`config.mk`:
```
export PLATFORM = sky130hd
export DESIGN_NAME = mpeg2_header_field_parser_core
export DESIGN_NICKNAME = d
export VERILOG_FILES = /design/src/design/mhfp_pkg.sv /design/src/design/mpeg2_header_field_parser_core.sv /design/src/design/mhfp_queue.sv /design/src/design/mhfp_engine.sv
export VERILOG_INCLUDE_DIRS = /design/src /design/src/design
export SDC_FILE = /design/constraint.sdc
export NUM_CORES = 1
export LEC_CHECK = 0
export ABC_CLOCK_PERIOD_IN_PS = 6700
export CORE_UTILIZATION = 41
export DETAILED_ROUTE_END_ITERATION = 10
export DONT_BUFFER_PORTS = 1
export PLACE_DENSITY_LB_ADDON = 0.05
export SYNTH_ARGS = -nofsm -noshare
export SYNTH_HDL_FRONTEND = slang
export SYNTH_SLANG_ARGS = --single-unit
```
`constraint.sdc`:
```
create_clock -name clk -period 6.7 [get_ports clk]
set_input_delay 0.67 -clock clk [delete_from_list [all_inputs] [get_ports clk]]
set_output_delay 0.67 -clock clk [all_outputs]
set_load 0.05 [all_outputs]
```
`src/design/mpeg2_header_field_parser_core_assert.svh`:
```
// assertion macros for the header field parser
`ifndef MPEG2_HEADER_FIELD_PARSER_CORE_ASSERT_SVH
`define MPEG2_HEADER_FIELD_PARSER_CORE_ASSERT_SVH

// implication checked on every clock edge outside reset
`define MHFP_ASSERT_IMP(label, ante, cons, msg) \
  label: assert property (@(posedge clk) disable iff (rst) (ante) |-> (cons)) \
    else $error(msg);

// implication whose consequent is checked in the next cycle
`define MHFP_ASSERT_NEXT(label, ante, cons, msg) \
  label: assert property (@(posedge clk) disable iff (rst) (ante) |=> (cons)) \
    else $error(msg);

`endif

```
`src/design/mhfp_pkg.sv`:
```
`timescale 1ns / 1ps
package mhfp_pkg;

  localparam int QueueDepth = 4;
  localparam int ResultsMax = 8;

  typedef enum logic [1:0] {
    KIND_SEQ  = 2'd0,
    KIND_EXT  = 2'd1,
    KIND_PIC  = 2'd2,
    KIND_NONE = 2'd3
  } kind_t;

  typedef enum logic [2:0] {
    PH_FIXED  = 3'd0,
    PH_BODY   = 3'd1,
    PH_IFLAG  = 3'd4,
    PH_IMAT   = 3'd5,
    PH_NFLAG  = 3'd6,
    PH_NMAT   = 3'd7
  } phase_t;

  typedef enum logic [2:0] {
    ST_OK       = 3'd0,
    ST_OVERRUN  = 3'd1,
    ST_ZERO     = 3'd2,
    ST_BADTYPE  = 3'd3,
    ST_SCALABLE = 3'd4
  } status_t;

  localparam logic [4:0] FC_WIDTH     = 5'd1;
  localparam logic [4:0] FC_HEIGHT    = 5'd2;
  localparam logic [4:0] FC_ASPECT    = 5'd3;
  localparam logic [4:0] FC_RATE      = 5'd4;
  localparam logic [4:0] FC_IENTRY    = 5'd5;
  localparam logic [4:0] FC_NENTRY    = 5'd6;
  localparam logic [4:0] FC_IDEF      = 5'd7;
  localparam logic [4:0] FC_NDEF      = 5'd8;
  localparam logic [4:0] FC_PROFILE   = 5'd9;
  localparam logic [4:0] FC_PROG      = 5'd10;
  localparam logic [4:0] FC_CHROMA    = 5'd11;
  localparam logic [4:0] FC_LOWDELAY  = 5'd12;
  localparam logic [4:0] FC_MATCOEF   = 5'd13;
  localparam logic [4:0] FC_FCODE     = 5'd14;
  localparam logic [4:0] FC_DCPREC    = 5'd15;
  localparam logic [4:0] FC_PICSTRUCT = 5'd16;
  localparam logic [4:0] FC_FPFD      = 5'd17;
  localparam logic [4:0] FC_CONCEAL   = 5'd18;
  localparam logic [4:0] FC_QSCALE    = 5'd19;
  localparam logic [4:0] FC_VLC       = 5'd20;
  localparam logic [4:0] FC_ALTSCAN   = 5'd21;
  localparam logic [4:0] FC_EXTID     = 5'd22;
  localparam logic [4:0] FC_TEMPREF   = 5'd23;
  localparam logic [4:0] FC_PTYPE     = 5'd24;
  localparam logic [4:0] FC_STATUS    = 5'd31;

  localparam logic [3:0] EXT_SEQ     = 4'd1;
  localparam logic [3:0] EXT_DISP    = 4'd2;
  localparam logic [3:0] EXT_QMAT    = 4'd3;
  localparam logic [3:0] EXT_SPSCAL  = 4'd5;
  localparam logic [3:0] EXT_PICCOD  = 4'd8;
  localparam logic [3:0] EXT_TEMPSC  = 4'd9;
  localparam logic [3:0] EXT_SNR     = 4'd10;

  typedef struct packed {
    logic [7:0] data_byte;
    logic [1:0] header_kind;
    logic       first_byte;
    logic       final_byte;
    logic       sequence_known;
    logic       picture_known;
  } item_t;

  typedef struct packed {
    logic [4:0]  field_code;
    logic [5:0]  entry_index;
    logic [13:0] field_value;
    logic [2:0]  status;
    logic        run_last;
  } result_t;

  function automatic logic [5:0] scan_pos(input logic [5:0] k);
    logic [5:0] p;
    case (k)
      6'd0: p = 6'd0;   6'd1: p = 6'd1;   6'd2: p = 6'd8;   6'd3: p = 6'd16;
      6'd4: p = 6'd9;   6'd5: p = 6'd2;   6'd6: p = 6'd3;   6'd7: p = 6'd10;
      6'd8: p = 6'd17;  6'd9: p = 6'd24;  6'd10: p = 6'd32; 6'd11: p = 6'd25;
      6'd12: p = 6'd18; 6'd13: p = 6'd11; 6'd14: p = 6'd4;  6'd15: p = 6'd5;
      6'd16: p = 6'd12; 6'd17: p = 6'd19; 6'd18: p = 6'd26; 6'd19: p = 6'd33;
      6'd20: p = 6'd40; 6'd21: p = 6'd48; 6'd22: p = 6'd41; 6'd23: p = 6'd34;
      6'd24: p = 6'd27; 6'd25: p = 6'd20; 6'd26: p = 6'd13; 6'd27: p = 6'd6;
      6'd28: p = 6'd7;  6'd29: p = 6'd14; 6'd30: p = 6'd21; 6'd31: p = 6'd28;
      6'd32: p = 6'd35; 6'd33: p = 6'd42; 6'd34: p = 6'd49; 6'd35: p = 6'd56;
      6'd36: p = 6'd57; 6'd37: p = 6'd50; 6'd38: p = 6'd43; 6'd39: p = 6'd36;
      6'd40: p = 6'd29; 6'd41: p = 6'd22; 6'd42: p = 6'd15; 6'd43: p = 6'd23;
      6'd44: p = 6'd30; 6'd45: p = 6'd37; 6'd46: p = 6'd44; 6'd47: p = 6'd51;
      6'd48: p = 6'd58; 6'd49: p = 6'd59; 6'd50: p = 6'd52; 6'd51: p = 6'd45;
      6'd52: p = 6'd38; 6'd53: p = 6'd31; 6'd54: p = 6'd39; 6'd55: p = 6'd46;
      6'd56: p = 6'd53; 6'd57: p = 6'd60; 6'd58: p = 6'd61; 6'd59: p = 6'd54;
      6'd60: p = 6'd47; 6'd61: p = 6'd55; 6'd62: p = 6'd62; default: p = 6'd63;
    endcase
    return p;
  endfunction

endpackage

```
`src/design/mpeg2_header_field_parser_core.sv`:
```
`timescale 1ns / 1ps
// Header field parser: body bytes enter through a short queue; the parser takes a
// byte only once the last one is done and walks it one bit a cycle, and a final
// byte adds a closing step for the status result. Results leave through a one-entry
// output register, up to eight per byte plus a final byte's status result; a
// receiver stall holds the walk, and run_last marks a byte's last result.
module mpeg2_header_field_parser_core
  import mhfp_pkg::*;
#(
  parameter int QUEUE_DEPTH = QueueDepth
) (
  input  logic        clk,
  input  logic        rst,
  input  logic        s_tvalid,
  output logic        s_tready,
  input  logic [7:0]  s_tdata,   // data_byte
  input  logic [4:0]  s_tuser,   // header_kind, first_byte, sequence_known, picture_known
  input  logic        s_tlast,   // final_byte
  output logic        m_tvalid,
  input  logic        m_tready,
  output logic [31:0] m_tdata,   // field_code, entry_index, field_value, status
  output logic        m_tlast    // run_last
);

  item_t   in_item;
  item_t   q_item;
  logic    q_valid;
  logic    q_ready;
  result_t r;

  assign in_item = '{data_byte: s_tdata, header_kind: s_tuser[1:0], first_byte: s_tuser[2],
                     final_byte: s_tlast, sequence_known: s_tuser[3],
                     picture_known: s_tuser[4]};

  mhfp_queue #(.DEPTH(QUEUE_DEPTH)) u_queue (
    .clk(clk), .rst(rst),
    .in_valid(s_tvalid), .in_ready(s_tready), .in_item(in_item),
    .out_valid(q_valid), .out_ready(q_ready), .out_item(q_item)
  );

  mhfp_engine u_engine (
    .clk(clk), .rst(rst),
    .in_valid(q_valid), .in_ready(q_ready), .in_item(q_item),
    .res_valid(m_tvalid), .res_ready(m_tready), .res(r)
  );

  assign m_tdata = {4'd0, r.status, r.field_value, r.entry_index, r.field_code};
  assign m_tlast = r.run_last;

endmodule

```
`src/design/mhfp_queue.sv`:
```
`timescale 1ns / 1ps
module mhfp_queue
  import mhfp_pkg::*;
#(
  parameter int DEPTH = QueueDepth
) (
  input  logic  clk,
  input  logic  rst,
  input  logic  in_valid,
  output logic  in_ready,
  input  item_t in_item,
  output logic  out_valid,
  input  logic  out_ready,
  output item_t out_item
);

  localparam int AW = (DEPTH > 1) ? $clog2(DEPTH) : 1;

  item_t slots [DEPTH];
  logic [AW-1:0] wr_ptr;
  logic [AW-1:0] rd_ptr;
  logic [AW:0] count;
  logic push;
  logic pop;

  assign in_ready  = (count != (AW+1)'(DEPTH));
  assign out_valid = (count != '0);
  assign out_item  = slots[rd_ptr];
  assign push = in_valid && in_ready;
  assign pop  = out_valid && out_ready;

  always_ff @(posedge clk) begin
    if (push) begin
      slots[wr_ptr] <= in_item;
    end
  end

  always_ff @(posedge clk) begin
    if (rst) begin
      wr_ptr <= '0;
      rd_ptr <= '0;
      count  <= '0;
    end else begin
      if (push) begin
        wr_ptr <= (wr_ptr == AW'(DEPTH - 1)) ? '0 : wr_ptr + 1'b1;
      end
      if (pop) begin
        rd_ptr <= (rd_ptr == AW'(DEPTH - 1)) ? '0 : rd_ptr + 1'b1;
      end
      count <= count + (AW+1)'(push) - (AW+1)'(pop);
    end
  end

endmodule

```
`src/design/mhfp_engine.sv`:
```
`timescale 1ns / 1ps
module mhfp_engine
  import mhfp_pkg::*;
(
  input  logic    clk,
  input  logic    rst,
  input  logic    in_valid,
  output logic    in_ready,
  input  item_t   in_item,
  output logic    res_valid,
  input  logic    res_ready,
  output result_t res
);

  `include "mpeg2_header_field_parser_core_assert.svh"

  // per-byte walker: one bit per cycle unless the receiver stalls, results through an output register
  logic        busy;
  logic [3:0]  bit_cnt;
  logic        closing;
  item_t       cur;
  logic [10:0] bit_position;
  kind_t       kind_held;
  logic [3:0]  extension_id;
  logic [15:0] field_accumulator;
  logic [13:0] picture_width;
  logic [13:0] picture_height;
  phase_t      matrix_phase;
  logic [1:0]  gate_flags;
  logic        pend_valid;
  result_t     pend;

  logic [10:0] bit_position_next;
  kind_t       kind_held_next;
  logic [3:0]  extension_id_next;
  logic [15:0] field_accumulator_next;
  logic [13:0] picture_width_next;
  logic [13:0] picture_height_next;
  phase_t      matrix_phase_next;
  logic [1:0]  gate_flags_next;
  logic        pend_valid_next;
  logic        emit;
  result_t     emit_res;
  logic        stall;
  logic        b;
  logic [15:0] acc;
  logic [10:0] n;
  logic        matched;
  logic [2:0]  st;
  logic        last_bit;
  logic        run_flag;
  logic        prev_res;

  assign stall    = pend_valid && res_valid && !res_ready;
  assign in_ready = !busy && !stall;
  assign b        = cur.data_byte[3'd7 - bit_cnt[2:0]];
  assign acc      = {field_accumulator[14:0], b};
  assign n        = bit_position + 11'd1;
  assign last_bit = (bit_cnt == 4'd7);

  task automatic go(input phase_t p);
    matrix_phase_next      = p;
    bit_position_next      = '0;
    field_accumulator_next = '0;
  endtask

  task automatic put(input logic [4:0] c, input logic [5:0] i, input logic [13:0] x);
    emit = 1'b1;
    emit_res = '{field_code: c, entry_index: i, field_value: x, status: 3'd0, run_last: 1'b0};
  endtask

  always_comb begin
    bit_position_next      = bit_position;
    kind_held_next         = kind_held;
    extension_id_next      = extension_id;
    field_accumulator_next = field_accumulator;
    picture_width_next     = picture_width;
    picture_height_next    = picture_height;
    matrix_phase_next      = matrix_phase;
    gate_flags_next        = gate_flags;
    emit     = 1'b0;
    emit_res = '0;
    matched  = 1'b0;
    st       = ST_OK;
    if (busy && !closing && gate_flags[0] && !gate_flags[1]) begin
      field_accumulator_next = acc;
      bit_position_next      = n;
      case (matrix_phase)
        PH_IFLAG: go(b ? PH_IMAT : PH_NFLAG);
        PH_NFLAG: begin
          if (b) begin
            go(PH_NMAT);
          end else begin
            if (kind_held == KIND_SEQ) put(FC_NDEF, 6'd0, 14'd16);
            gate_flags_next[1] = 1'b1;
          end
        end
        PH_IMAT, PH_NMAT: begin
          if (n[2:0] == 3'd0) begin
            put((matrix_phase == PH_IMAT) ? FC_IENTRY : FC_NENTRY,
                scan_pos(n[8:3] - 6'd1), {6'd0, acc[7:0]});
            field_accumulator_next = '0;
          end
          if (n >= 11'd512) begin
            if (matrix_phase == PH_IMAT) go(PH_NFLAG);
            else gate_flags_next[1] = 1'b1;
          end
        end
        default: begin
          if (kind_held == KIND_SEQ && matrix_phase == PH_FIXED) begin
            matched = 1'b1;
            case (n)
              11'd12: begin
                picture_width_next = {2'd0, acc[11:0]};
                put(FC_WIDTH, 6'd0, {2'd0, acc[11:0]});
              end
              11'd24: begin
                picture_height_next = {2'd0, acc[11:0]};
                put(FC_HEIGHT, 6'd0, {2'd0, acc[11:0]});
              end
              11'd28: put(FC_ASPECT, 6'd0, {10'd0, acc[3:0]});
              11'd32: put(FC_RATE, 6'd0, {10'd0, acc[3:0]});
              11'd50, 11'd51, 11'd61, 11'd62: ;
              11'd63: begin
                if (b) go(PH_IMAT);
                else begin
                  put(FC_IDEF, 6'd0, 14'd0);
                  go(PH_NFLAG);
                end
              end
              default: matched = 1'b0;
            endcase
            if (matched && n != 11'd63) field_accumulator_next = '0;
          end else if (kind_held == KIND_EXT && matrix_phase == PH_FIXED) begin
            if (n == 11'd4) begin
              extension_id_next = acc[3:0];
              put(FC_EXTID, 6'd0, {10'd0, acc[3:0]});
              if ((acc[3:0] == EXT_SEQ || acc[3:0] == EXT_DISP) && cur.sequence_known)
                go(PH_BODY);
              else if (acc[3:0] == EXT_PICCOD && cur.picture_known) go(PH_BODY);
              else if (acc[3:0] == EXT_QMAT) go(PH_IFLAG);
              else gate_flags_next[1] = 1'b1;
            end
          end else if (kind_held == KIND_EXT && matrix_phase == PH_BODY &&
                       extension_id == EXT_SEQ) begin
            matched = 1'b1;
            case (n)
              11'd8:  put(FC_PROFILE, 6'd0, {6'd0, acc[7:0]});
              11'd9:  put(FC_PROG, 6'd0, {13'd0, acc[0]});
              11'd11: put(FC_CHROMA, 6'd0, {12'd0, acc[1:0]});
              11'd13: begin
                picture_width_next = picture_width | {acc[1:0], 12'd0};
                put(FC_WIDTH, 6'd0, picture_width | {acc[1:0], 12'd0});
              end
              11'd15: begin
                picture_height_next = picture_height | {acc[1:0], 12'd0};
                put(FC_HEIGHT, 6'd0, picture_height | {acc[1:0], 12'd0});
              end
              11'd27, 11'd28, 11'd36: ;
              11'd37: put(FC_LOWDELAY, 6'd0, {13'd0, acc[0]});
              11'd44: gate_flags_next[1] = 1'b1;
              default: matched = 1'b0;
            endcase
            if (matched) field_accumulator_next = '0;
          end else if (kind_held == KIND_EXT && matrix_phase == PH_BODY &&
                       extension_id == EXT_DISP) begin
            matched = 1'b1;
            case (n)
              11'd3, 11'd12, 11'd20: ;
              11'd4: if (!acc[0]) gate_flags_next[1] = 1'b1;
              11'd28: begin
                put(FC_MATCOEF, 6'd0, {6'd0, acc[7:0]});
                gate_flags_next[1] = 1'b1;
              end
              default: matched = 1'b0;
            endcase
            if (matched) field_accumulator_next = '0;
          end else if (kind_held == KIND_EXT && matrix_phase == PH_BODY &&
                       extension_id == EXT_PICCOD) begin
            matched = 1'b1;
            case (n)
              11'd4:  put(FC_FCODE, 6'd0, {10'd0, acc[3:0]});
              11'd8:  put(FC_FCODE, 6'd1, {10'd0, acc[3:0]});
              11'd12: put(FC_FCODE, 6'd2, {10'd0, acc[3:0]});
              11'd16: put(FC_FCODE, 6'd3, {10'd0, acc[3:0]});
              11'd18: put(FC_DCPREC, 6'd0, {12'd0, acc[1:0]});
              11'd20: put(FC_PICSTRUCT, 6'd0, {12'd0, acc[1:0]});
              11'd21: ;
              11'd22: put(FC_FPFD, 6'd0, {13'd0, acc[0]});
              11'd23: put(FC_CONCEAL, 6'd0, {13'd0, acc[0]});
              11'd24: put(FC_QSCALE, 6'd0, {13'd0, acc[0]});
              11'd25: put(FC_VLC, 6'd0, {13'd0, acc[0]});
              11'd26: begin
                put(FC_ALTSCAN, 6'd0, {13'd0, acc[0]});
                gate_flags_next[1] = 1'b1;
              end
              default: matched = 1'b0;
            endcase
            if (matched) field_accumulator_next = '0;
          end else if (kind_held == KIND_PIC && matrix_phase == PH_FIXED) begin
            matched = 1'b1;
            case (n)
              11'd10: put(FC_TEMPREF, 6'd0, {4'd0, acc[9:0]});
              11'd13: begin
                extension_id_next = {1'b0, acc[2:0]};
                put(FC_PTYPE, 6'd0, {11'd0, acc[2:0]});
              end
              11'd29: gate_flags_next[1] = 1'b1;
              default: matched = 1'b0;
            endcase
            if (matched) field_accumulator_next = '0;
          end else begin
            gate_flags_next[1] = 1'b1;
          end
        end
      endcase
    end else if (busy && closing) begin
      if (kind_held == KIND_EXT && (extension_id == EXT_SPSCAL ||
          extension_id == EXT_TEMPSC || extension_id == EXT_SNR))
        st = ST_SCALABLE;
      else if (!gate_flags[1])
        st = (kind_held == KIND_EXT && matrix_phase == PH_BODY &&
              extension_id == EXT_DISP) ? ST_OK : ST_OVERRUN;
      else if (kind_held == KIND_SEQ && (picture_width[11:0] == 12'd0 ||
               picture_height[11:0] == 12'd0))
        st = ST_ZERO;
      else if (kind_held == KIND_PIC && (extension_id < 4'd1 || extension_id > 4'd3))
        st = ST_BADTYPE;
      emit = 1'b1;
      emit_res = '{field_code: FC_STATUS, entry_index: 6'd0, field_value: 14'd0,
                   status: st, run_last: 1'b0};
      gate_flags_next = '0;
    end
  end

  // the last result of a byte is only known once the byte is finished, so the
  // newest result waits in pend and is flagged when the byte's walk ends
  assign run_flag = busy && (closing || (last_bit && !cur.final_byte));

  assign res_valid = pend_valid && (busy ? (emit || run_flag) : 1'b1);
  assign prev_res  = pend_valid;
  always_comb begin
    res = pend;
    res.run_last = !busy || (run_flag && !emit);
  end

  always_comb begin
    pend_valid_next = pend_valid;
    if (res_valid && res_ready) pend_valid_next = 1'b0;
    if (emit) pend_valid_next = 1'b1;
    else if (run_flag) pend_valid_next = 1'b0;
  end

  always_ff @(posedge clk) begin
    if (rst) begin
      busy              <= 1'b0;
      bit_cnt           <= '0;
      closing           <= 1'b0;
      bit_position      <= '0;
      kind_held         <= KIND_SEQ;
      extension_id      <= '0;
      field_accumulator <= '0;
      picture_width     <= '0;
      picture_height    <= '0;
      matrix_phase      <= PH_FIXED;
      gate_flags        <= '0;
      pend_valid        <= 1'b0;
    end else if (!stall) begin
      pend_valid <= pend_valid_next;
      if (!busy) begin
        if (in_valid) begin
          cur <= in_item;
          bit_cnt <= '0;
          closing <= 1'b0;
          if (in_item.first_byte) begin
            busy              <= 1'b1;
            gate_flags        <= {(in_item.header_kind == KIND_NONE), 1'b1};
            kind_held         <= kind_t'(in_item.header_kind);
            extension_id      <= '0;
            matrix_phase      <= PH_FIXED;
            bit_position      <= '0;
            field_accumulator <= '0;
          end else begin
            busy <= gate_flags[0];
          end
        end
      end else begin
        bit_position      <= bit_position_next;
        kind_held         <= kind_held_next;
        extension_id      <= extension_id_next;
        field_accumulator <= field_accumulator_next;
        picture_width     <= picture_width_next;
        picture_height    <= picture_height_next;
        matrix_phase      <= matrix_phase_next;
        gate_flags        <= gate_flags_next;
        if (emit) begin
          pend <= emit_res;
        end
        if (closing) begin
          busy <= 1'b0;
        end else if (last_bit) begin
          if (cur.final_byte) closing <= 1'b1;
          else busy <= 1'b0;
        end else begin
          bit_cnt <= bit_cnt + 4'd1;
        end
      end
    end
  end

  `MHFP_ASSERT_IMP(a_status_last, busy && closing && res_valid, res.field_code != FC_STATUS,
    "status result left before the byte closed")
  `MHFP_ASSERT_NEXT(a_close_idle, busy && closing && !stall, !gate_flags[0],
    "header still active after its final byte")
  `MHFP_ASSERT_IMP(a_cnt_range, busy, bit_cnt <= 4'd7, "bit counter out of range")
  `MHFP_ASSERT_IMP(a_prev_hold, stall, prev_res, "stall without a held result")

endmodule
```
---- After elaboration in Yosys (flattened, before gate mapping) ----
Memory sizes are Yosys's and may differ from the RTL's. A register that Yosys moved wholly into a read port is not among the register bits.
Index checks and enable logic that the tools add are counted.
cells by class
  add/sub/neg operators ................... 8
  multiply operators ...................... 0
  shift operators ......................... 0
  order comparisons ....................... 4
  equal/unequal tests ..................... 89
  div/mod/pow operators ................... 0
  bitwise gates (word level) .............. 6
  mux-type cells .......................... 207
  reduce and logical (&&, ||, !) cells .... 78
operators with widths
  cell                                                              number
  11-bit 2-to-1 mux                                                 38
  29-bit one-hot mux with 11 select lines                           1
  29-bit 2-to-1 mux                                                 10
  28-bit one-hot mux with 6 select lines                            1
  14-bit 2-to-1 mux                                                 10
  27-bit one-hot mux with 5 select lines                            1
  11-bit by 5-bit == test with 1-bit output, second input constant  12
  11-bit by 6-bit == test with 1-bit output, second input constant  9
  1-bit 2-to-1 mux                                                  87
  29-bit one-hot mux with 3 select lines                            1
  11-bit by 4-bit == test with 1-bit output, second input constant  7
  4-bit 2-to-1 mux                                                  17
  11-bit one-hot mux with 3 select lines                            2
  29-bit one-hot mux with 2 select lines                            1
  28-bit 2-to-1 mux                                                 2
  27-bit 2-to-1 mux                                                 2
  3-bit 2-to-1 mux                                                  16
  6-bit != test, second input constant                              7
  3-bit != test, second input constant                              12
  14-bit bitwise OR                                                 2
  1-bit logical AND                                                 27
  12-bit logical NOT                                                2
  2-bit 2-to-1 mux                                                  12
  4-bit AND reduction                                               5
  56 further kinds                                                  108
storage, ports and cells
  output and inout bits ................... 35
  memories kept ........................... 2
  input port bits ......................... 18
  bits in registers ....................... 114
  logic and storage cells ................. 418
  latch bits .............................. 0
  memory bits (writable) .................. 56
  ROM bits ................................ 384
memory list
  name             words  width  read ports  clocked after Yosys merged registers in  write ports  line              source
  (no name shown)  64     6      1           0                                        0            mhfp_pkg.sv:84    case (k)
  u_queue.slots    4      14     1           1                                        1            mhfp_queue.sv:19  item_t slots [DEPTH];

---- Depth between registers and ports, before layout ----
Gate-level depths: netlist of the first run.
  depth after elaboration ................. 22
  depth in mapped cells ................... 18

---- Modules after synthesis ----
A second synthesis of the first run with hierarchy kept.
unflattened totals
  cells, all modules ...................... 1,107
  area, all modules ....................... 10,308.6 um^2
by module, submodules not included
  module                          cells an instance  times used  area an instance (um^2)  seq. area each (um^2)
  mhfp_engine                     980                1           7,780.0                  2,532.4
  mhfp_queue                      122                1           2,494.9                  1,861.8
  mpeg2_header_field_parser_core  5                  1           33.8                     0.0

---- Worst setup path after synthesis of the first run ----
Ideal clock, no wire load.
  path kind ............................... flip-flop to flip-flop
  start ................................... register u_engine.bit_position[0]
  end ..................................... register u_engine.pend, in the netlist u_engine.res[10] (enable)
  arrival time ............................ 4.871 ns
  setup time .............................. 0.448 ns
  clock period less this slack ............ 5.319 ns
  path slack .............................. 1.381 ns
  data required time ...................... 6.252 ns
  path buffers ............................ 3
  cell stages (with the launch flop) ...... 15
  cells stage by stage .................... dfxtp_1 buf_2 inv_1 ha_1 clkbuf_1 o31a_1 a221oi_1 a31o_1 a2111oi_4 a211oi_2 o21ai_2 o21ai_2 nor2_4 buf_4 nor3_1
between the ends
  longest elaborated chain between the ends .. 19
  elaborated cells between the ends (all ways) .. 48
  those cells by class .................... add/sub: 1; eq/ne: 20; mux: 16; bitwise: 1; reduce/logical: 10
ends and longest elaborated chain
  what                                                                 line                                    source
  from (decl)                                                          mhfp_engine.sv:22                       logic [10:0] bit_position;
  from (signal assigned)                                               mhfp_engine.sv:288                      bit_position <= bit_position_next;
  11-bit by 1-bit adder with 11-bit output *                           mhfp_engine.sv:58                       assign n = bit_position + 11'd1;
  11-bit by 4-bit == test with 1-bit output, on equally long branches  mhfp_engine.sv:202, mhfp_engine.sv:147
  2-bit OR reduction (no line)                                         -
  1-bit 2-to-1 mux                                                     mhfp_engine.sv:202                      case (n)
  1-bit 2-to-1 mux                                                     mhfp_engine.sv:200                      end else if (kind_held == KIND_PIC && matrix_phase == PH_FIXED) begin
  1-bit 2-to-1 mux                                                     mhfp_engine.sv:178                      end else if (kind_held == KIND_EXT && matrix_phase == PH_BODY &&
  1-bit 2-to-1 mux                                                     mhfp_engine.sv:165                      end else if (kind_held == KIND_EXT && matrix_phase == PH_BODY &&
  1-bit 2-to-1 mux                                                     mhfp_engine.sv:144                      end else if (kind_held == KIND_EXT && matrix_phase == PH_BODY &&
  [... 2 more ...]                                                     -
  1-bit one-hot mux with 3 select lines *                              mhfp_engine.sv:88                       case (matrix_phase)
  1-bit 2-to-1 mux *                                                   mhfp_engine.sv:85                       if (busy && !closing && gate_flags[0] && !gate_flags[1]) begin
  1-bit logical OR                                                     mhfp_engine.sv:240                      assign res_valid = pend_valid && (busy ? (emit || run_flag) : 1'b1);
  1-bit 2-to-1 mux                                                     mhfp_engine.sv:240
  1-bit logical AND                                                    mhfp_engine.sv:240
  1-bit logical AND (2 in a row)                                       mhfp_engine.sv:54                       assign stall = pend_valid && res_valid && !res_ready;
  1-bit NOT (no line)                                                  -
  4-bit AND reduction (no line) *                                      -
  to (signal assigned)                                                 mhfp_engine.sv:297                      pend <= emit_res;
  to (decl)                                                            mhfp_engine.sv:31                       result_t pend;
Every way passes the cells marked *; elsewhere a longest branch is shown, timed or not.
A chain may end at the register's enable or synchronous reset.

---- Worst setup path in the final report of the first run ----
  start ................................... register u_engine.bit_position[1]
  end ..................................... output port m_tvalid
between the ends
  longest elaborated chain between the ends .. 15
  elaborated cells between the ends (all ways) .. 44
  those cells by class .................... add/sub: 1; eq/ne: 20; mux: 16; reduce/logical: 7
ends and longest elaborated chain
  what                                                                 line                                    source
  11-bit by 1-bit adder with 11-bit output *                           mhfp_engine.sv:58
  11-bit by 4-bit == test with 1-bit output, on equally long branches  mhfp_engine.sv:202, mhfp_engine.sv:147
  2-bit OR reduction (no line)                                         -
  1-bit 2-to-1 mux                                                     mhfp_engine.sv:202
  1-bit 2-to-1 mux                                                     mhfp_engine.sv:200
  1-bit 2-to-1 mux                                                     mhfp_engine.sv:178
  1-bit 2-to-1 mux                                                     mhfp_engine.sv:165
  1-bit 2-to-1 mux                                                     mhfp_engine.sv:144
  1-bit 2-to-1 mux                                                     mhfp_engine.sv:134                      end else if (kind_held == KIND_EXT && matrix_phase == PH_FIXED) begin
  1-bit 2-to-1 mux                                                     mhfp_engine.sv:110                      if (kind_held == KIND_SEQ && matrix_phase == PH_FIXED) begin
  1-bit one-hot mux with 3 select lines *                              mhfp_engine.sv:88
  1-bit 2-to-1 mux *                                                   mhfp_engine.sv:85
  1-bit logical OR *                                                   mhfp_engine.sv:240
  1-bit 2-to-1 mux *                                                   mhfp_engine.sv:240
  1-bit logical AND *                                                  mhfp_engine.sv:240
  to (decl)                                                            mpeg2_header_field_parser_core.sv:19    output logic m_tvalid,
Marks and branches as above.

==> results of run 1 <==
[metrics by stage]
step,hold WS (ns),power (µW),cells,setup slack (ns),utilization [%]
3_5_place_dp,0.458,2240,1355,1.52,42.6
6_report,0.301,3200,1387,0.978,44.9
4_1_cts,0.299,3230,1387,1.03,44.9
2_1_floorplan,0.440,1990,1090,1.38,-
5_1_grt,0.284,3360,1387,0.695,44.9
3_3_place_gp,0.450,2250,1355,1.68,42.6
[worst register-to-register path: stages (launching register included)]
cell and delay (ns):
dfxtp_1 0.72, ha_1 0.78, nand4_1 0.27, a21oi_1 0.44
o22ai_1 0.23, nor2_2 0.52, a31oi_1 0.29, o21ai_2 0.25
o21ai_2 0.18, or2_1 0.57, a21oi_4 0.52, a22o_1 0.22
[routing by layer]
layer | vias to the layer above | global-route usage [%]
met3 | 69 | 4.65
met4 | 0 | 10.3
met2 | 318 | 38.0
met1 | 4160 | 32.6
li1 | 4002 | -
met5 | - | 0
[logic make-up (layout without fill, tap and decap cells)]
family                   Yosys count  count (layout)  share of synthesized area (%)
AO/OA/AOI/OAI                    317             317                           21.3
XOR/XNOR                          13              13                           1.11
adder cells (fa/ha/maj)           28              28                           3.50
buffers and inverters            105              78                           4.75
flip-flops                       172             172                           43.0
multiplexers                      42              42                           6.17
other                              1               4                         0.0367
AND/OR/NAND/NOR                  409             409                           20.1
[report_power, final]
| group | total (µW) | switching, µW | internal [µW] |
|---|---|---|---|
| clock network | 984 | 486 | 498 |
| logic | 834 | 549 | 285 |
| registers | 1390 | 146 | 1240 |
[state kept, by name, summed over array words and instances (netlist names), 4 cells and up, named ones only]
register                    count
u_engine.picture_height        14
u_engine.res                   28
u_engine.extension_id           4
u_engine.cur                   11
u_engine.picture_width         14
u_engine.bit_position          11
u_engine.field_accumulator     11
u_engine.bit_cnt                4
u_queue.slots                  56
[area by class of cell]
cell class / count / area (µm²) / area share, %
multi-input combinational: 813 / 5360 / 48.9
sequential: 172 / 4390 / 40.1
clock buffer: 18 / 429 / 3.92
tap: 324 / 405 / 3.70
clock inverter: 14 / 144 / 1.31
inverter: 33 / 124 / 1.13
timing repair buffer: 13 / 97.6 / 0.891
[path summary, 6_finish.rpt]
path	start	to	depth (start not counted)
setup / recovery	u_engine.bit_position[1]	m_tvalid	10
setup reg to reg	u_engine.bit_position[1]	u_engine.field_accumulator[0]	11
hold reg to reg	u_engine.pend_valid	u_engine.pend_valid	2
hold / removal	rst	u_engine.bit_position[1]	1
[synth_stat cells (9+ instances only)]
cell type  number  share of area, %
nor2b_1        15              0.92
nand3_1        28               1.4
ha_1           27               3.3
nor3_1         32               1.6
mux2i_1        23               2.3
nand2b_1       14              0.86
nand4_1        10              0.61
a22o_1         10              0.86
a211oi_1       20               1.5
clkbuf_1       43               1.6
nor2_1         98               3.6
mux4_2         16               3.5
o21ai_0        64               3.1
nor4_1         10              0.61
xnor2_1        10              0.86
nand2_1       120               4.4
buf_4          11              0.81
a31oi_1        13              0.80
o22ai_1        16              0.98
buf_2          10              0.49
inv_1          30               1.1
and2_1         10              0.61
and3_1         10              0.61
or2_2          11              0.67
o21ai_1         9              0.44
dfxtp_1        77                15
o211ai_1       17               1.2
a22oi_1        16               1.2
edfxtp_1       95                28
a21oi_1        66               3.2
==> out/qor.txt, run 1 <==
status: finished clean
Final setup viols: 0
Ports: 53
DR WL met3: 1.81 mm
layout cells sized above 1: 9.78%
unrepaired setup endpoints after global routing: false
placed cell area: 0.0104 mm²
CTS resizes: 0
Nets: 1096
flop2flop setup slack: 1.64 ns
PwrDens: 292 mW/mm²
slowest CP cell: nor2b_1
CP peak stage delay: 0.79 ns
max-slew violations: 0
die area: 0.0255 mm²
P&R area growth vs syn: 7.27%
pin count of the biggest net entering global routing: 63
post-CTS setup buffers: 0
total gr overflow: 0
most frequent cells in the layout: 120 x nand2_1, 98 x nor2_1, 95 x edfxtp_1
TritonCTS clock tree: yes
Rel. slew slack: 26.7%
Post-synth EDFFs: 95
DR iter-0 viols: 912
Finished Cell Area: 0.0110 mm²
die height: 160 µm
CTS Buffer Depth: 2
final worst path period share: 85.4%
hold buffer count at cts: 0
syn avg cell area: 9.39 µm²
routed vias/inst: 6.16
H-tree levels: 4
antenna viol nets, final: 0
post-synthesis cell count: 1087
first-pass GRT wire length: 47.9 mm
port bufs: 0
Arr. time, crit path: 5.05 ns
Peak VDD IR: 0.143 mV
Crit Path Class: reg2out
Final Hold Fails: 0
CTS Sinks: 172
Worst Path Required: 6.03 ns
Max-cap violations: 0
Worst Clk Skew: 0.0121 ns
number of synthesized register bits: 172
vias in the first global route: 8223
Fillers: 2396
total track usage: 24.2%
Syn Std Cell Area: 0.0102 mm²
Placer Congestion: 0.943
Die X: 160 µm
crit path launch type: register
Leakage: 0.00355 µW
Top Layer Used: met4
worst-skew pair later-pin latency: 0.44 ns
sum of negative setup slack: 0 ns
Top delay family on crit path: simple AND/OR/NAND/NOR gates
YS warnings: 0
routed len/inst: 21.8 µm
ys async rst share: 0%
register area share after synthesis: 43.0%
Antenna Cells: 0
fmax: 0.175 GHz
most common cell after layout, fill and taps aside: nand2_1
Routed WL: 30.3 mm
Num CTS Buffers: 17
Core Box Area: 0.0244 mm²
crit path max fanout: 22
initial antenna violation count: 0
Worst setup EP type: output port
Clk pin slew, worst setup/hold paths: 0.07 ns
metal2 WL: 13.9 mm
Detailed Routing Iterations Pass 1: 7
clk root buf: clkbuf_16
starting density of the core: 41.9%
CP Buf/Inv Count: 0
library cells used by synthesis: 95
dominant synthesized flop cell: edfxtp_1
Hold/Removal Path Class: in2reg
Worst Max-Slew Pin Slew: 1.10 ns
crit-path cells: ha_1 -> nand4_1 -> a21oi_1 -> o22ai_1 -> nor3b_1 -> o211ai_1 -> a31oi_2 -> and2_1 -> a21oi_1 -> nor2b_1
# rows: 57
DRT met1 WL: 13.5 mm
fin crit period: 5.72 ns
drt drc: 0
DPL Wire Length: 21.8 mm
via count: 8549
most used cell, CP: a21oi_1
Power figures use the tool's default switching activity.
==> inputs of run 2 (changes only) <==
Settings changed: CTS_BUF_LIST set to sky130_fd_sc_hd__clkbuf_16.
==> out/qor.txt, run 2 (synthesis results as in run 1) <==
status: finished clean (unchanged)
RR Endpoint: u_engine.field_accumulator[0] (unchanged)
DPL Wire Length: 21.8 mm (unchanged)
Routed WL: 30.2 mm (was 30.3 mm)
routed vias/inst: 6.16 (about the same)
Fillers: 2396 (unchanged)
antenna viol nets, final: 0 (unchanged)
Placer Congestion: 0.943 (unchanged)
hold buffer count at cts: 0 (unchanged)
Detailed Routing Iterations Pass 1: 7 (unchanged)
layout cells sized above 1: 9.78% (unchanged)
Rel. slew slack: 26.7% (about the same)
H-tree levels: 4 (unchanged)
clk root buf: clkbuf_16 (unchanged)
register name with the most flops: u_queue.slots (unchanged)
Die X: 160 µm (unchanged)
port bufs: 0 (unchanged)
Leakage: 0.00355 µW (about the same)
# rows: 57 (unchanged)
Crit Path Class: reg2out (unchanged)
first-pass GRT wire length: 47.9 mm (unchanged)
Worst Clk Skew: 0.0121 ns (about the same)
crit path max fanout: 22 (unchanged)
Finished Cell Area: 0.0110 mm² (unchanged)
die area: 0.0255 mm² (unchanged)
Antenna Cells: 0 (unchanged)
unrepaired setup endpoints after global routing: false (unchanged)
R2R depth: 11 (unchanged)
Hold/Removal Path Class: in2reg (unchanged)
post-CTS setup buffers: 0 (unchanged)
flop2flop setup slack: 1.63 ns (was 1.64 ns)
Total Power: 3200 µW (about the same)
Worst Path Required: 6.03 ns (about the same)
crit path launch type: register (unchanged)
routed len/inst: 21.8 µm (about the same)
Nets: 1096 (unchanged)
CTS Sinks: 172 (unchanged)
CTS Buffer Depth: 2 (unchanged)
Worst setup EP type: output port (unchanged)
initial antenna violation count: 0 (unchanged)
via count: 8548 (was 8549)
fin crit period: 5.72 ns (about the same)
Peak VDD IR: 0.144 mV (was 0.143 mV)
drt drc: 0 (unchanged)
Clk pin slew, worst setup/hold paths: 0.07 ns (about the same)
PwrDens: 292 mW/mm² (about the same)
Max-cap violations: 0 (unchanged)
TritonCTS clock tree: yes (unchanged)
Final Hold Fails: 0 (unchanged)
placed cell area: 0.0104 mm² (unchanged)
Hold Path Depth: 1 (unchanged)
die height: 160 µm (unchanged)
pin count of the biggest net entering global routing: 63 (unchanged)
DR iter-0 viols: 913 (was 912)
Worst Max-Slew Pin Slew: 1.10 ns (about the same)
max reg flops: 56 (unchanged)
hold wc startpoint: rst (unchanged)
Hold Path Sink: u_engine.bit_position[1] (unchanged)
max-slew violations: 0 (unchanged)
most frequent cells in the layout: 120 x nand2_1, 98 x nor2_1, 95 x edfxtp_1 (unchanged)
fin util: 44.9% (unchanged)
total track usage: 24.2% (unchanged)
worst-skew pair later-pin latency: 0.44 ns (about the same)
fmax: 0.175 GHz (about the same)
P&R area growth vs syn: 7.27% (unchanged)
RR Startpoint: u_engine.bit_position[1] (unchanged)
CTS resizes: 0 (unchanged)
starting density of the core: 41.9% (unchanged)
total gr overflow: 0 (unchanged)
Num CTS Buffers: 17 (unchanged)
Final setup viols: 0 (unchanged)
Core Box Area: 0.0244 mm² (unchanged)
vias in the first global route: 8223 (unchanged)
final worst path period share: 85.4% (about the same)
Arr. time, crit path: 5.05 ns (about the same)
most common cell after layout, fill and taps aside: nand2_1 (unchanged)
sum of negative setup slack: 0 ns (unchanged)
Ports: 53 (unchanged)
==> run 2: worst max-delay path, stage by stage (launching register included) <==
cell and delay (ns):
dfxtp_1 0.72, ha_1 0.78, nand4_1 0.26, a21oi_1 0.44, o22ai_1 0.23, nor3b_1 0.65, o211ai_1 0.17, a31oi_2 0.25
and2_1 0.18, a21oi_1 0.12, nor2b_1 0.79
==> run 2: final cells by class <==
cell class              instances  area [µm²]  share of cell area [%]
well taps                     324         405                    3.70
clock buffers                  17         425                    3.88
flip-flops and latches        172        4390                    40.1
clock inverters                15         148                    1.35
multi-input cells             813        5360                    48.9
inverters                      33         124                    1.13
repair buffers                 13        97.6                   0.891
==> run 2: how the worst max path moves through the flow <==
stage | from | end | slack [ns] | depth (start not counted)
after floorplan | u_engine.bit_position[0] | u_engine.res[10] | 1.38 | 14
after global placement | u_engine.bit_position[0] | m_tvalid | 1.68 | 10
after detailed placement | u_engine.bit_position[1] | m_tvalid | 1.52 | 10
after CTS | u_engine.bit_position[1] | m_tvalid | 1.03 | 10
after global routing | u_engine.bit_position[1] | m_tvalid | 0.69 | 10
final | u_engine.bit_position[1] | m_tvalid | 0.98 | 10
==> run 2: stage by stage <==
stage / cells / hold WS, ns / setup WS, ns
6_report: 1387 / 0.300 / 0.979
5_1_grt: 1387 / 0.284 / 0.695
4_1_cts: 1387 / 0.299 / 1.03
3_5_place_dp: 1355 / 0.458 / 1.52
3_3_place_gp: 1355 / 0.450 / 1.68
2_1_floorplan: 1090 / 0.440 / 1.38
==> run 2: power by group <==
part | internal [µW] | switching (µW)
clock network | 496 | 486
logic | 285 | 550
registers | 1240 | 146
total | 2020 | 1180
==> run 2: per-layer routing <==
metal / global-route usage (%) / vias up / wire length, µm / part of all wire (%)
met4: 10.3 / 0 / 1050 / 3.5
met5: 0 / - / 0 / 0
met2: 38.0 / 318 / 13900 / 46
met3: 4.65 / 71 / 1800 / 5.9
li1: - / 4002 / - / -
met1: 32.6 / 4157 / 13500 / 45
